## src/rtl/core/hab_pkg.sv

```systemverilog
// ----------------------------------------------------------------------------
// hab_pkg
// Types and character constants shared by the angle-bracket escaper modules.
// ----------------------------------------------------------------------------
package hab_pkg;

   typedef logic [7:0] byte_type;

   // one input position: window[0] is the current byte, window[8:1] look ahead
   typedef struct packed {
      logic                buffer_start;
      byte_type [8:0]      window;
   } req_type;

   // up to four characters, index 0 goes out first
   typedef logic [3:0][7:0] quad_type;

   typedef logic [2:0] len_type;
   typedef logic [1:0] skip_type;

   // characters produced by one word
   typedef struct packed {
      len_type  len;
      quad_type chars;
   } seq_type;

   localparam len_type  LEN_NONE = 3'd0;
   localparam len_type  LEN_ONE  = 3'd1;
   localparam len_type  LEN_QUAD = 3'd4;

   localparam skip_type SKIP_NONE        = 2'd0;
   localparam skip_type SKIP_AFTER_CLOSE = 2'd3;

   // ascii codes
   localparam byte_type CH_NUL   = 8'h00;
   localparam byte_type CH_SP    = 8'h20;
   localparam byte_type CH_QUOTE = 8'h22;
   localparam byte_type CH_AMP   = 8'h26;
   localparam byte_type CH_SLASH = 8'h2F;
   localparam byte_type CH_SEMI  = 8'h3B;
   localparam byte_type CH_LT    = 8'h3C;
   localparam byte_type CH_EQ    = 8'h3D;
   localparam byte_type CH_GT    = 8'h3E;
   localparam byte_type CH_A     = 8'h61;
   localparam byte_type CH_B     = 8'h62;
   localparam byte_type CH_E     = 8'h65;
   localparam byte_type CH_F     = 8'h66;
   localparam byte_type CH_G     = 8'h67;
   localparam byte_type CH_H     = 8'h68;
   localparam byte_type CH_L     = 8'h6C;
   localparam byte_type CH_P     = 8'h70;
   localparam byte_type CH_R     = 8'h72;
   localparam byte_type CH_T     = 8'h74;

   // patterns, lowest index is the first character
   localparam quad_type BR_PAT    = {CH_GT, CH_R, CH_B, CH_LT};
   localparam byte_type [4:0] PRE_PAT = {CH_GT, CH_E, CH_R, CH_P, CH_LT};
   localparam byte_type [8:0] AHREF_PAT =
      {CH_QUOTE, CH_EQ, CH_F, CH_E, CH_R, CH_H, CH_SP, CH_A, CH_LT};
   localparam quad_type CLOSE_SEQ = {CH_GT, CH_A, CH_SLASH, CH_LT};
   localparam quad_type LT_SEQ    = {CH_SEMI, CH_T, CH_L, CH_AMP};
   localparam quad_type GT_SEQ    = {CH_SEMI, CH_T, CH_G, CH_AMP};

endpackage

```

## src/rtl/core/hab_decode.sv

```systemverilog
// ----------------------------------------------------------------------------
// hab_decode
// Classifies the registered input position against the buffer state and
// builds the character sequence it produces; holds the buffer state.
// ----------------------------------------------------------------------------
module hab_decode (
   input  logic             clock,
   input  logic             reset,
   input  logic             in_valid,
   input  hab_pkg::req_type in_word,
   input  logic             seq_ready,
   output logic             take,
   output logic             seq_valid,
   output hab_pkg::seq_type seq
);

   logic              raw_mode_ff, raw_mode_in;
   logic              in_link_ff, in_link_in;
   hab_pkg::skip_type skip_count_ff, skip_count_in;
   logic              buffer_ended_ff, buffer_ended_in;

   logic              raw_prefix;
   logic              raw_eff, link_eff, ended_eff;
   hab_pkg::skip_type skip_eff;
   hab_pkg::byte_type cur;

   assign cur = in_word.window[0];

   // buffer opens with <br> or <pre>
   assign raw_prefix = (in_word.window[3:0] == hab_pkg::BR_PAT) ||
                       (in_word.window[4:0] == hab_pkg::PRE_PAT);

   // state as seen by this word, after a buffer start
   always_comb begin
      raw_eff   = in_word.buffer_start ? raw_prefix : raw_mode_ff;
      link_eff  = in_word.buffer_start ? 1'b0 : in_link_ff;
      skip_eff  = in_word.buffer_start ? hab_pkg::SKIP_NONE : skip_count_ff;
      ended_eff = in_word.buffer_start ? 1'b0 : buffer_ended_ff;
   end

   // character decision and next state
   always_comb begin
      raw_mode_in     = raw_eff;
      in_link_in      = link_eff;
      skip_count_in   = skip_eff;
      buffer_ended_in = ended_eff;
      seq.len         = hab_pkg::LEN_NONE;
      seq.chars       = {hab_pkg::CH_NUL, hab_pkg::CH_NUL, hab_pkg::CH_NUL, cur};
      if (ended_eff) begin
         seq.len = hab_pkg::LEN_NONE;
      end else if (skip_eff != hab_pkg::SKIP_NONE) begin
         skip_count_in = skip_eff - 2'd1;
      end else if (cur == hab_pkg::CH_NUL) begin
         buffer_ended_in = 1'b1;
      end else if (raw_eff) begin
         seq.len = hab_pkg::LEN_ONE;
      end else if (cur == hab_pkg::CH_LT) begin
         if (in_word.window == hab_pkg::AHREF_PAT) begin
            in_link_in = 1'b1;
            seq.len    = hab_pkg::LEN_ONE;
         end else if (link_eff && (in_word.window[3:0] == hab_pkg::CLOSE_SEQ)) begin
            in_link_in    = 1'b0;
            skip_count_in = hab_pkg::SKIP_AFTER_CLOSE;
            seq.len       = hab_pkg::LEN_QUAD;
            seq.chars     = hab_pkg::CLOSE_SEQ;
         end else begin
            in_link_in = 1'b0;
            seq.len    = hab_pkg::LEN_QUAD;
            seq.chars  = hab_pkg::LT_SEQ;
         end
      end else if (cur == hab_pkg::CH_GT) begin
         if (!link_eff) begin
            seq.len   = hab_pkg::LEN_QUAD;
            seq.chars = hab_pkg::GT_SEQ;
         end else begin
            seq.len = hab_pkg::LEN_ONE;
         end
      end else begin
         seq.len = hab_pkg::LEN_ONE;
      end
   end

   // words with no characters never wait on the emitter
   assign take      = in_valid && ((seq.len == hab_pkg::LEN_NONE) || seq_ready);
   assign seq_valid = in_valid && (seq.len != hab_pkg::LEN_NONE);

   // buffer state
   always_ff @(posedge clock) begin
      if (reset) begin
         raw_mode_ff     <= 1'b0;
         in_link_ff      <= 1'b0;
         skip_count_ff   <= hab_pkg::SKIP_NONE;
         buffer_ended_ff <= 1'b0;
      end else if (take) begin
         raw_mode_ff     <= raw_mode_in;
         in_link_ff      <= in_link_in;
         skip_count_ff   <= skip_count_in;
         buffer_ended_ff <= buffer_ended_in;
      end
   end

   // a skip run only follows a closing tag, which leaves the link
   a_skip_no_link: assert property (@(posedge clock) disable iff (reset)
      (skip_count_ff != hab_pkg::SKIP_NONE) |-> !in_link_ff)
      else $error("skip pending while inside a link");

   // raw buffers never enter a link
   a_raw_no_link: assert property (@(posedge clock) disable iff (reset)
      raw_mode_ff |-> !in_link_ff)
      else $error("link flag set in raw buffer");

   // an ended buffer has no skip left
   a_ended_no_skip: assert property (@(posedge clock) disable iff (reset)
      buffer_ended_ff |-> (skip_count_ff == hab_pkg::SKIP_NONE))
      else $error("skip pending after end of buffer");

endmodule

```

## src/rtl/core/hab_emit.sv

```systemverilog
// ----------------------------------------------------------------------------
// hab_emit
// Holds one character sequence and sends it out one character per word,
// marking the last one.
// ----------------------------------------------------------------------------
module hab_emit (
   input  logic              clock,
   input  logic              reset,
   input  logic              seq_valid,
   input  hab_pkg::seq_type  seq,
   output logic              seq_ready,
   output logic              rsp_valid,
   input  logic              rsp_ready,
   output hab_pkg::byte_type rsp_out_char,
   output logic              rsp_last_char
);

   hab_pkg::len_type  len_ff;
   hab_pkg::quad_type chars_ff;
   logic [1:0]        idx_ff;
   logic              last;
   logic              fire;

   assign rsp_valid     = (len_ff != hab_pkg::LEN_NONE);
   assign last          = ({1'b0, idx_ff} == (len_ff - 3'd1));
   assign fire          = rsp_valid && rsp_ready;
   assign rsp_out_char  = chars_ff[idx_ff];
   assign rsp_last_char = last;

   // free now, or freed by the last character leaving this cycle
   assign seq_ready = !rsp_valid || (fire && last);

   // sequence register and character pointer
   always_ff @(posedge clock) begin
      if (reset) begin
         len_ff <= hab_pkg::LEN_NONE;
         idx_ff <= 2'd0;
      end else if (seq_valid && seq_ready) begin
         len_ff <= seq.len;
         idx_ff <= 2'd0;
      end else if (fire && last) begin
         len_ff <= hab_pkg::LEN_NONE;
         idx_ff <= 2'd0;
      end else if (fire) begin
         idx_ff <= idx_ff + 2'd1;
      end
   end

   always_ff @(posedge clock) begin
      if (seq_valid && seq_ready) begin
         chars_ff <= seq.chars;
      end
   end

   // only single characters and four-character runs are held
   a_len_legal: assert property (@(posedge clock) disable iff (reset)
      (len_ff == hab_pkg::LEN_NONE) || (len_ff == hab_pkg::LEN_ONE) ||
      (len_ff == hab_pkg::LEN_QUAD))
      else $error("illegal sequence length");

   // a stalled character keeps its position
   a_idx_hold: assert property (@(posedge clock) disable iff (reset)
      (rsp_valid && !rsp_ready) |=> $stable(idx_ff) && $stable(len_ff))
      else $error("character pointer moved under stall");

   // an idle emitter always takes a new sequence
   a_idle_ready: assert property (@(posedge clock) disable iff (reset)
      !rsp_valid |-> seq_ready)
      else $error("idle emitter refused a sequence");

endmodule

```

## src/rtl/core/html_angle_bracket_escaper.sv

```systemverilog
// ----------------------------------------------------------------------------
// html_angle_bracket_escaper
// Escapes '<' and '>' in a text buffer presented one position per word,
// passing raw buffers, link openers and link closers unchanged.
// ----------------------------------------------------------------------------
//  channel | dir | fields
//  req     | in  | current_byte, ahead_1..ahead_8, buffer_start
//  rsp     | out | out_char, last_char
//
//  one plain character per cycle while rsp is ready; an escaped bracket or a closing tag
//  is sent as four characters through the one-character-per-cycle result port
//  positions that give no character are consumed without waiting on rsp
//  first character is offered from the emitter's sequence register, loaded as the decoder takes the position
//  reset clears the buffer state, the input register and the emitter
//  a stall on rsp holds the current character and backs up into req
module html_angle_bracket_escaper (
   input  logic       clock,
   input  logic       reset,
   input  logic       req_valid,
   output logic       req_ready,
   input  logic [7:0] req_current_byte,
   input  logic [7:0] req_ahead_1,
   input  logic [7:0] req_ahead_2,
   input  logic [7:0] req_ahead_3,
   input  logic [7:0] req_ahead_4,
   input  logic [7:0] req_ahead_5,
   input  logic [7:0] req_ahead_6,
   input  logic [7:0] req_ahead_7,
   input  logic [7:0] req_ahead_8,
   input  logic       req_buffer_start,
   output logic       rsp_valid,
   input  logic       rsp_ready,
   output logic [7:0] rsp_out_char,
   output logic       rsp_last_char
);

   hab_pkg::req_type in_ff;
   logic             in_valid_ff;
   logic             take;
   logic             seq_valid;
   logic             seq_ready;
   hab_pkg::seq_type seq;

   assign req_ready = !in_valid_ff || take;

   // input register
   always_ff @(posedge clock) begin
      if (reset) begin
         in_valid_ff <= 1'b0;
      end else if (req_valid && req_ready) begin
         in_valid_ff <= 1'b1;
      end else if (take) begin
         in_valid_ff <= 1'b0;
      end
   end

   always_ff @(posedge clock) begin
      if (req_valid && req_ready) begin
         in_ff.buffer_start <= req_buffer_start;
         in_ff.window       <= {req_ahead_8, req_ahead_7, req_ahead_6, req_ahead_5,
                                req_ahead_4, req_ahead_3, req_ahead_2, req_ahead_1,
                                req_current_byte};
      end
   end

   // classify and update buffer state
   hab_decode u_decode (
      .clock     (clock),
      .reset     (reset),
      .in_valid  (in_valid_ff),
      .in_word   (in_ff),
      .seq_ready (seq_ready),
      .take      (take),
      .seq_valid (seq_valid),
      .seq       (seq)
   );

   // send characters
   hab_emit u_emit (
      .clock         (clock),
      .reset         (reset),
      .seq_valid     (seq_valid),
      .seq           (seq),
      .seq_ready     (seq_ready),
      .rsp_valid     (rsp_valid),
      .rsp_ready     (rsp_ready),
      .rsp_out_char  (rsp_out_char),
      .rsp_last_char (rsp_last_char)
   );

endmodule
```

## config.mk

```make
export PLATFORM = sky130hd
export DESIGN_NAME = html_angle_bracket_escaper
export DESIGN_NICKNAME = d
export VERILOG_FILES = /design/src/rtl/core/hab_pkg.sv /design/src/rtl/core/hab_decode.sv /design/src/rtl/core/hab_emit.sv /design/src/rtl/core/html_angle_bracket_escaper.sv
export SDC_FILE = /design/constraint.sdc
export NUM_CORES = 1
export LEC_CHECK = 0
export BUFFER_PORTS_ARGS = -buffer_cell sky130_fd_sc_hd__buf_2
export CAP_MARGIN = 20
export CORE_ASPECT_RATIO = 0.75
export CORE_MARGIN = 1
export CORE_UTILIZATION = 34
export DETAILED_ROUTE_END_ITERATION = 6
export PLACE_DENSITY_LB_ADDON = 0.05
export SLEW_MARGIN = 20
export SYNTH_ARGS = -nofsm -noshare
export SYNTH_HDL_FRONTEND = slang
export SYNTH_HIERARCHICAL = 1
export SYNTH_SLANG_ARGS = --single-unit
```

## constraint.sdc

```tcl
create_clock -name clock -period 7 [get_ports clock]
set_input_delay 1.05 -clock clock [delete_from_list [all_inputs] [get_ports clock]]
set_output_delay 1.05 -clock clock [all_outputs]
set_load 0.005 [all_outputs]
```

# Word level (Yosys, flattened, before mapping)
# Index checks and enable logic that the tools add are counted.
dict set report classes {
  addsub 3
  n_lt_le_gt_ge 1
  eq_ne 7
  muxes 40
  n_reduce_logical 22
}
# cell count
set ops {}
lappend ops {{$mux 35} 3}
lappend ops {{$eq 72x70->1 const B} 1}
lappend ops {{$eq 32x30->1 const B} 2}
lappend ops {{$mux 32} 2}
lappend ops {{$mux 30} 2}
lappend ops {{$eq 40x38->1 const B} 1}
lappend ops {{$mux 27} 1}
lappend ops {{$mux 3} 7}
lappend ops {{$bmux 8 s2} 1}
lappend ops {{$eq 8x6->1 const B} 2}
lappend ops {{$mux 2} 8}
lappend ops {{$mux 8} 2}
lappend ops {{$mux 1} 14}
lappend ops {{$logic_not 8->1} 1}
lappend ops {{$logic_and 1x1->1} 7}
lappend ops {{$reduce_bool 2->1} 3}
lappend ops {{$reduce_bool 3->1} 2}
lappend ops {{$logic_or 1x1->1} 4}
lappend ops {{$reduce_or 4->1} 1}
lappend ops {{$eq 2x3->1} 1}
lappend ops {{$logic_not 3->1} 1}
lappend ops {{$lt 2x3->1 const B} 1}
lappend ops {{$reduce_or 3->1} 1}
lappend ops {{$sub 3x1->3 const B} 1}
lappend ops {{other kinds (3)} 4}
dict set report totals {
  ff_bits 116
  input_bits 77
  out_inout_bits 11
  wordCells 94
}

# Logic depth before layout (Yosys ltp)
dict set report depth {
  word_depth 15
  mapped_depth 10
}

# Cells and area by module
# The synthesis kept the hierarchy.
# module n_inst cells_per_inst area_per_inst_um2
set modules_own_cells {}
lappend modules_own_cells {html_angle_bracket_escaper 1 78 2247.2}
lappend modules_own_cells {hab_emit 1 75 1512.7}
lappend modules_own_cells {hab_decode 1 134 1007.2}

# Least setup slack after synthesis
# OpenSTA, ideal clock, no wires.
dict set report synth_path {
  path_type {register -> register}
  startpoint {register in_ff[72] (netlist name)}
  endpoint {register u_emit/chars_ff[0] (netlist name), enable pin}
  setup_time_ns 0.432
  arrival_time_ns 2.799
  required_ns 6.568
  slack_ns 3.769
  path_stages_with_launch 7
  path_buffers 1
  synth_period_minus_slack_ns 3.231
  path_cell_list {edfxtp_1 -> clkbuf_1 -> nor2_1 -> nor2_1 -> and2_1 -> inv_1 -> a21oi_1}
}
dict set report synth_via {
  elab_chain_cells 11
}
# item line
set synth_rtl {}
lappend synth_rtl {{start, declared} html_angle_bracket_escaper.sv:37} ;# hab_pkg::req_type in_ff;
lappend synth_rtl {{$mux 1} hab_decode.sv:36} ;# link_eff = in_word.buffer_start ? 1'b0 : in_link_ff;
lappend synth_rtl {{$mux 3} hab_decode.sv:72} ;# if (!link_eff) begin
lappend synth_rtl {{$mux 3} hab_decode.sv:71} ;# end else if (cur == hab_pkg::CH_GT) begin
lappend synth_rtl {{$mux 35} hab_decode.sv:57} ;# end else if (cur == hab_pkg::CH_LT) begin
lappend synth_rtl {{$mux 3} hab_decode.sv:55} ;# end else if (raw_eff) begin
lappend synth_rtl {{$mux 35} hab_decode.sv:53} ;# end else if (cur == hab_pkg::CH_NUL) begin
lappend synth_rtl {{$mux 35} hab_decode.sv:51} ;# end else if (skip_eff != hab_pkg::SKIP_NONE) begin
lappend synth_rtl {{$mux 3 (*)} hab_decode.sv:49} ;# if (ended_eff) begin
lappend synth_rtl {{$reduce_bool 3->1 (*)} hab_decode.sv:85} ;# assign seq_valid = in_valid && (seq.len != hab_pkg::LEN_NONE);
lappend synth_rtl {{$logic_and 1x1->1 (*)} hab_decode.sv:85}
lappend synth_rtl {{net seq_valid} html_angle_bracket_escaper.sv:40} ;# logic seq_valid;
lappend synth_rtl {{$logic_and 1x1->1 (*)} hab_emit.sv:50} ;# if (seq_valid && seq_ready) begin
lappend synth_rtl {{end signal, assigned} hab_emit.sv:51} ;# chars_ff <= seq.chars;
lappend synth_rtl {{end, declared} hab_emit.sv:19} ;# hab_pkg::quad_type chars_ff;
# The timed path passes the listed nets; every way through them passes the cells marked *.
# A chain may end at the register's enable or synchronous reset.

# Worst setup path after layout
dict set report layout_path {
  startpoint {register u_emit.idx_ff[0]}
  endpoint {output req_ready}
}
dict set report layout_via {
  elab_chain_cells 6
}
# item line
set layout_rtl {}
lappend layout_rtl {{start, declared} hab_emit.sv:20} ;# logic [1:0] idx_ff;
lappend layout_rtl {{start signal, assigned} hab_emit.sv:45} ;# idx_ff <= idx_ff + 2'd1;
lappend layout_rtl {{$eq 2x3->1} hab_emit.sv:25} ;# assign last = ({1'b0, idx_ff} == (len_ff - 3'd1));
lappend layout_rtl {{$logic_and 1x1->1} hab_emit.sv:31} ;# assign seq_ready = !rsp_valid || (fire && last);
lappend layout_rtl {{$logic_or 1x1->1} hab_emit.sv:31}
lappend layout_rtl {{net seq_ready} html_angle_bracket_escaper.sv:41} ;# logic seq_ready;
lappend layout_rtl {{$logic_or 1x1->1} hab_decode.sv:84} ;# assign take = in_valid && ((seq.len == hab_pkg::LEN_NONE) || seq_ready);
lappend layout_rtl {{$logic_and 1x1->1} hab_decode.sv:84}
lappend layout_rtl {{net take} html_angle_bracket_escaper.sv:39} ;# logic take;
lappend layout_rtl {{$logic_or 1x1->1} html_angle_bracket_escaper.sv:44} ;# assign req_ready = !in_valid_ff || take;
lappend layout_rtl {{end, declared} html_angle_bracket_escaper.sv:20} ;# output logic req_ready,
# The timed path passes the listed nets, and every way through them passes these cells.

==> flow_summary.toml <==
[route]
vias = 2570
drt-wirelength-per-cell_um = 16.15
met1_length_um = 4521
dr.max_layer_used = "met5"
wl_met2_um = 3750
avgViaCountPerCell = 4.597
drt-total-wl_um = 9028
drtIter0Drc = 127
dr_wl_met3_um = 602
dr.pass1.iters = 7
drcViolationCount = 4
drtAntennaViolNets = 0

[logic_synthesis]
synthCells = 287
syn_area_um2 = 4767
ys_seq_area_frac = 0.7076
yosysUniqueCellTypes = 65
synth_edf_count = 105
yosys_warnings = 6
async_flop_share = 0
synthFlopType = "edfxtp_1"
synth_area_per_cell_um2 = 16.61
ys_seq_elements = 116

[worst_hold_path]
hold-path-endpoint = "u_emit/chars_ff[7]"
hold_start = "in_ff[7]"
worstHoldPathType = "reg -> reg"
holdPathStages = 0

[critical_path]
critPathBufInv = 1
rr_endpoint = "in_ff[1]"
reg2reg_depth = 6
crit_chain = "xor2_1 -> nand4_4 -> nand2_1 -> o31a_1 -> nand2b_4 -> buf_2"
setup.worst_path.start_class = "register"
worst_path_largest_cell_delay_ns = 0.73
worstReg2RegStart = "u_emit/idx_ff[0]"
cp.required_ns = 5.95
crit_family = "flip-flops"
cp_slowest_cell = "dfxtp_1"
crit_type = "reg -> out"
path_max_fanout = 11
arrival_ns = 2.44
r2r_setup_slack_ns = 3.88
worst_setup_path_end_kind = "primary output"

[finish]
nets = 450
final_common_cell = "edfxtp_1"
final_layout_size_suffix_gt1_frac = 0.3698
fin_cells = 559
layout_common_cells = "edfxtp_1, buf_2, clkbuf_16"
postLayoutCoreUtil = 0.4220
antenna_cells = 0
nFillCells = 1278
fin_area_um2 = 5783
area_delta_synth_final_pct = 21.31

[run]
cap_violations = 0

[pwr]
powerDensity_nw_per_um2 = 294.7
finalPower_mw = 1.705
power.leakage_nw = 2.122
ir_drop_v = 0.0001522

[timing]
fmax_ghz = 0.2866
finalClockSkew_ns = 0.01051
finalWorstSetupSlack_ns = 3.511
rsz0062_at_grt = "no"
hold_slack_ns = 0.4636
relSlewSlack = 0.3602
finalMaxSlewViolations = 0
fin_crit_sh = 0.4985
period_needed_ns = 3.489
worst_slew_pin_slew_ns = 0.9597
setup_viol = 0
setup_tns_ns = 0
finalHoldViolations = 0

[floorplanning]
dieWidth_um = 138.7
num_rows = 37
ios = 88
dieArea_um2 = 14500
core_area_um2 = 13700
fp.dieH_um = 104.5
start_util = 0.3479

[place]
gp_congestion = 0.7057
placed_area_um2 = 5254
dp_hpwl_um = 6375
pre_cts_ws_ns = 3.793
port_buffers = 87
place_inst = 527

[cts]
insertion_delay_ns = 0.41
clkTransAtPathRegs_ns = 0.06
cts_buffers = 17
post_cts_resized = 0
clock-root-buffer = "clkbuf_16"
cts_tree = "done"
cts_max_level = 4
hold_buffers = 0
postCtsSetupBuffers = 0
cts_buffer_depth = 2
cts_sinks = 116

[run_status]
violations = "design-rule violations"
status = "complete, but fails checks"

[global_route]
antenna_found_initial = 4
grt_pass1_vias = 2614
grt_max_degree = 74
grt-ovfl-total = 0
grt_use_total = 0.1348
grt_pass1_wl_um = 14210
-- Yosys cell counts, types with 4 or more instances --
library cell,n,area share
nand3_1,4,0.0042
nand4_1,5,0.0066
edfxtp_1,105,0.66
buf_4,22,0.035
nor2_1,13,0.010
clkbuf_1,5,0.0039
dfxtp_1,11,0.046
a21oi_1,7,0.0073
nand2_1,12,0.0094
inv_1,9,0.0071
nor2b_1,5,0.0066
mux4_1,8,0.044
nor4bb_1,6,0.013
-- sequential cells by signal, indices dropped and copies added (netlist names) --
register,cells
u_emit/idx_ff,2
u_decode/in_link_ff,1
u_decode/raw_mode_ff,1
in_ff,73
u_emit/len_ff,3
u_emit/chars_ff,32
u_decode/buffer_ended_ff,1
in_valid_ff,1
u_decode/skip_count_ff,2
-- logic make-up (layout without fill, tap and decap cells) --
group,count (synthesis),in the layout,share of synthesized area
and+or+nand+nor,83,83,0.1289
muxes,8,8,0.04409
buffers and inverters,39,129,0.05013
adders and majority gates,2,2,0.005249
other,1,8,0.0007866
AOI/OAI and AO/OA,33,33,0.05013
DFF,116,116,0.7076
xor gates and xnor gates,5,5,0.01313
-- final cells by class --
class | count | area (um2) | area share
flip-flops and latches | 116 | 3373 | 0.5833
multi-input cells | 139 | 1185 | 0.2049
repair buffers | 88 | 442.9 | 0.07659
clock buffers | 17 | 425.4 | 0.07356
well taps | 175 | 219.0 | 0.03786
clock inverters | 15 | 103.9 | 0.01796
inverters | 9 | 33.78 | 0.005842
-- power breakdown --
| part | internal, mW | switching, mW |
|---|---|---|
| Combinational | 0.0453 | 0.0540 |
| Sequential | 0.811 | 0.0200 |
| Clock | 0.452 | 0.323 |
| Total | 1.31 | 0.397 |
-- worst reg2reg max path, stage by stage (launching register included) --
cell and delay (ns):
dfxtp_1 0.73, xor2_1 0.33, nand4_4 0.18, nand2_1 0.10
o31a_1 0.36, nand2b_4 0.22, and2_4 0.74
-- per-layer routing --
metal / track usage / vias up
li1: - / 1266
met1: 0.1817 / 1219
met2: 0.1860 / 63
met3: 0.05408 / 16
met4: 0.06905 / 6
met5: 0 / -
-- worst max path at each step --
stage | from | to | slack [ns] | depth (start not counted)
floorplan | in_ff[72] | u_emit/chars_ff[0] | 3.77 | 6
global placement | rsp_ready | in_ff[0] | 3.83 | 6
detailed placement | rsp_ready | in_ff[6] | 3.79 | 6
CTS | u_emit/idx_ff[0] | req_ready | 3.48 | 6
global route | u_emit/idx_ff[0] | req_ready | 3.29 | 6
finish | u_emit/idx_ff[0] | req_ready | 3.51 | 6
Note: power is estimated with default switching activity, not from simulation.
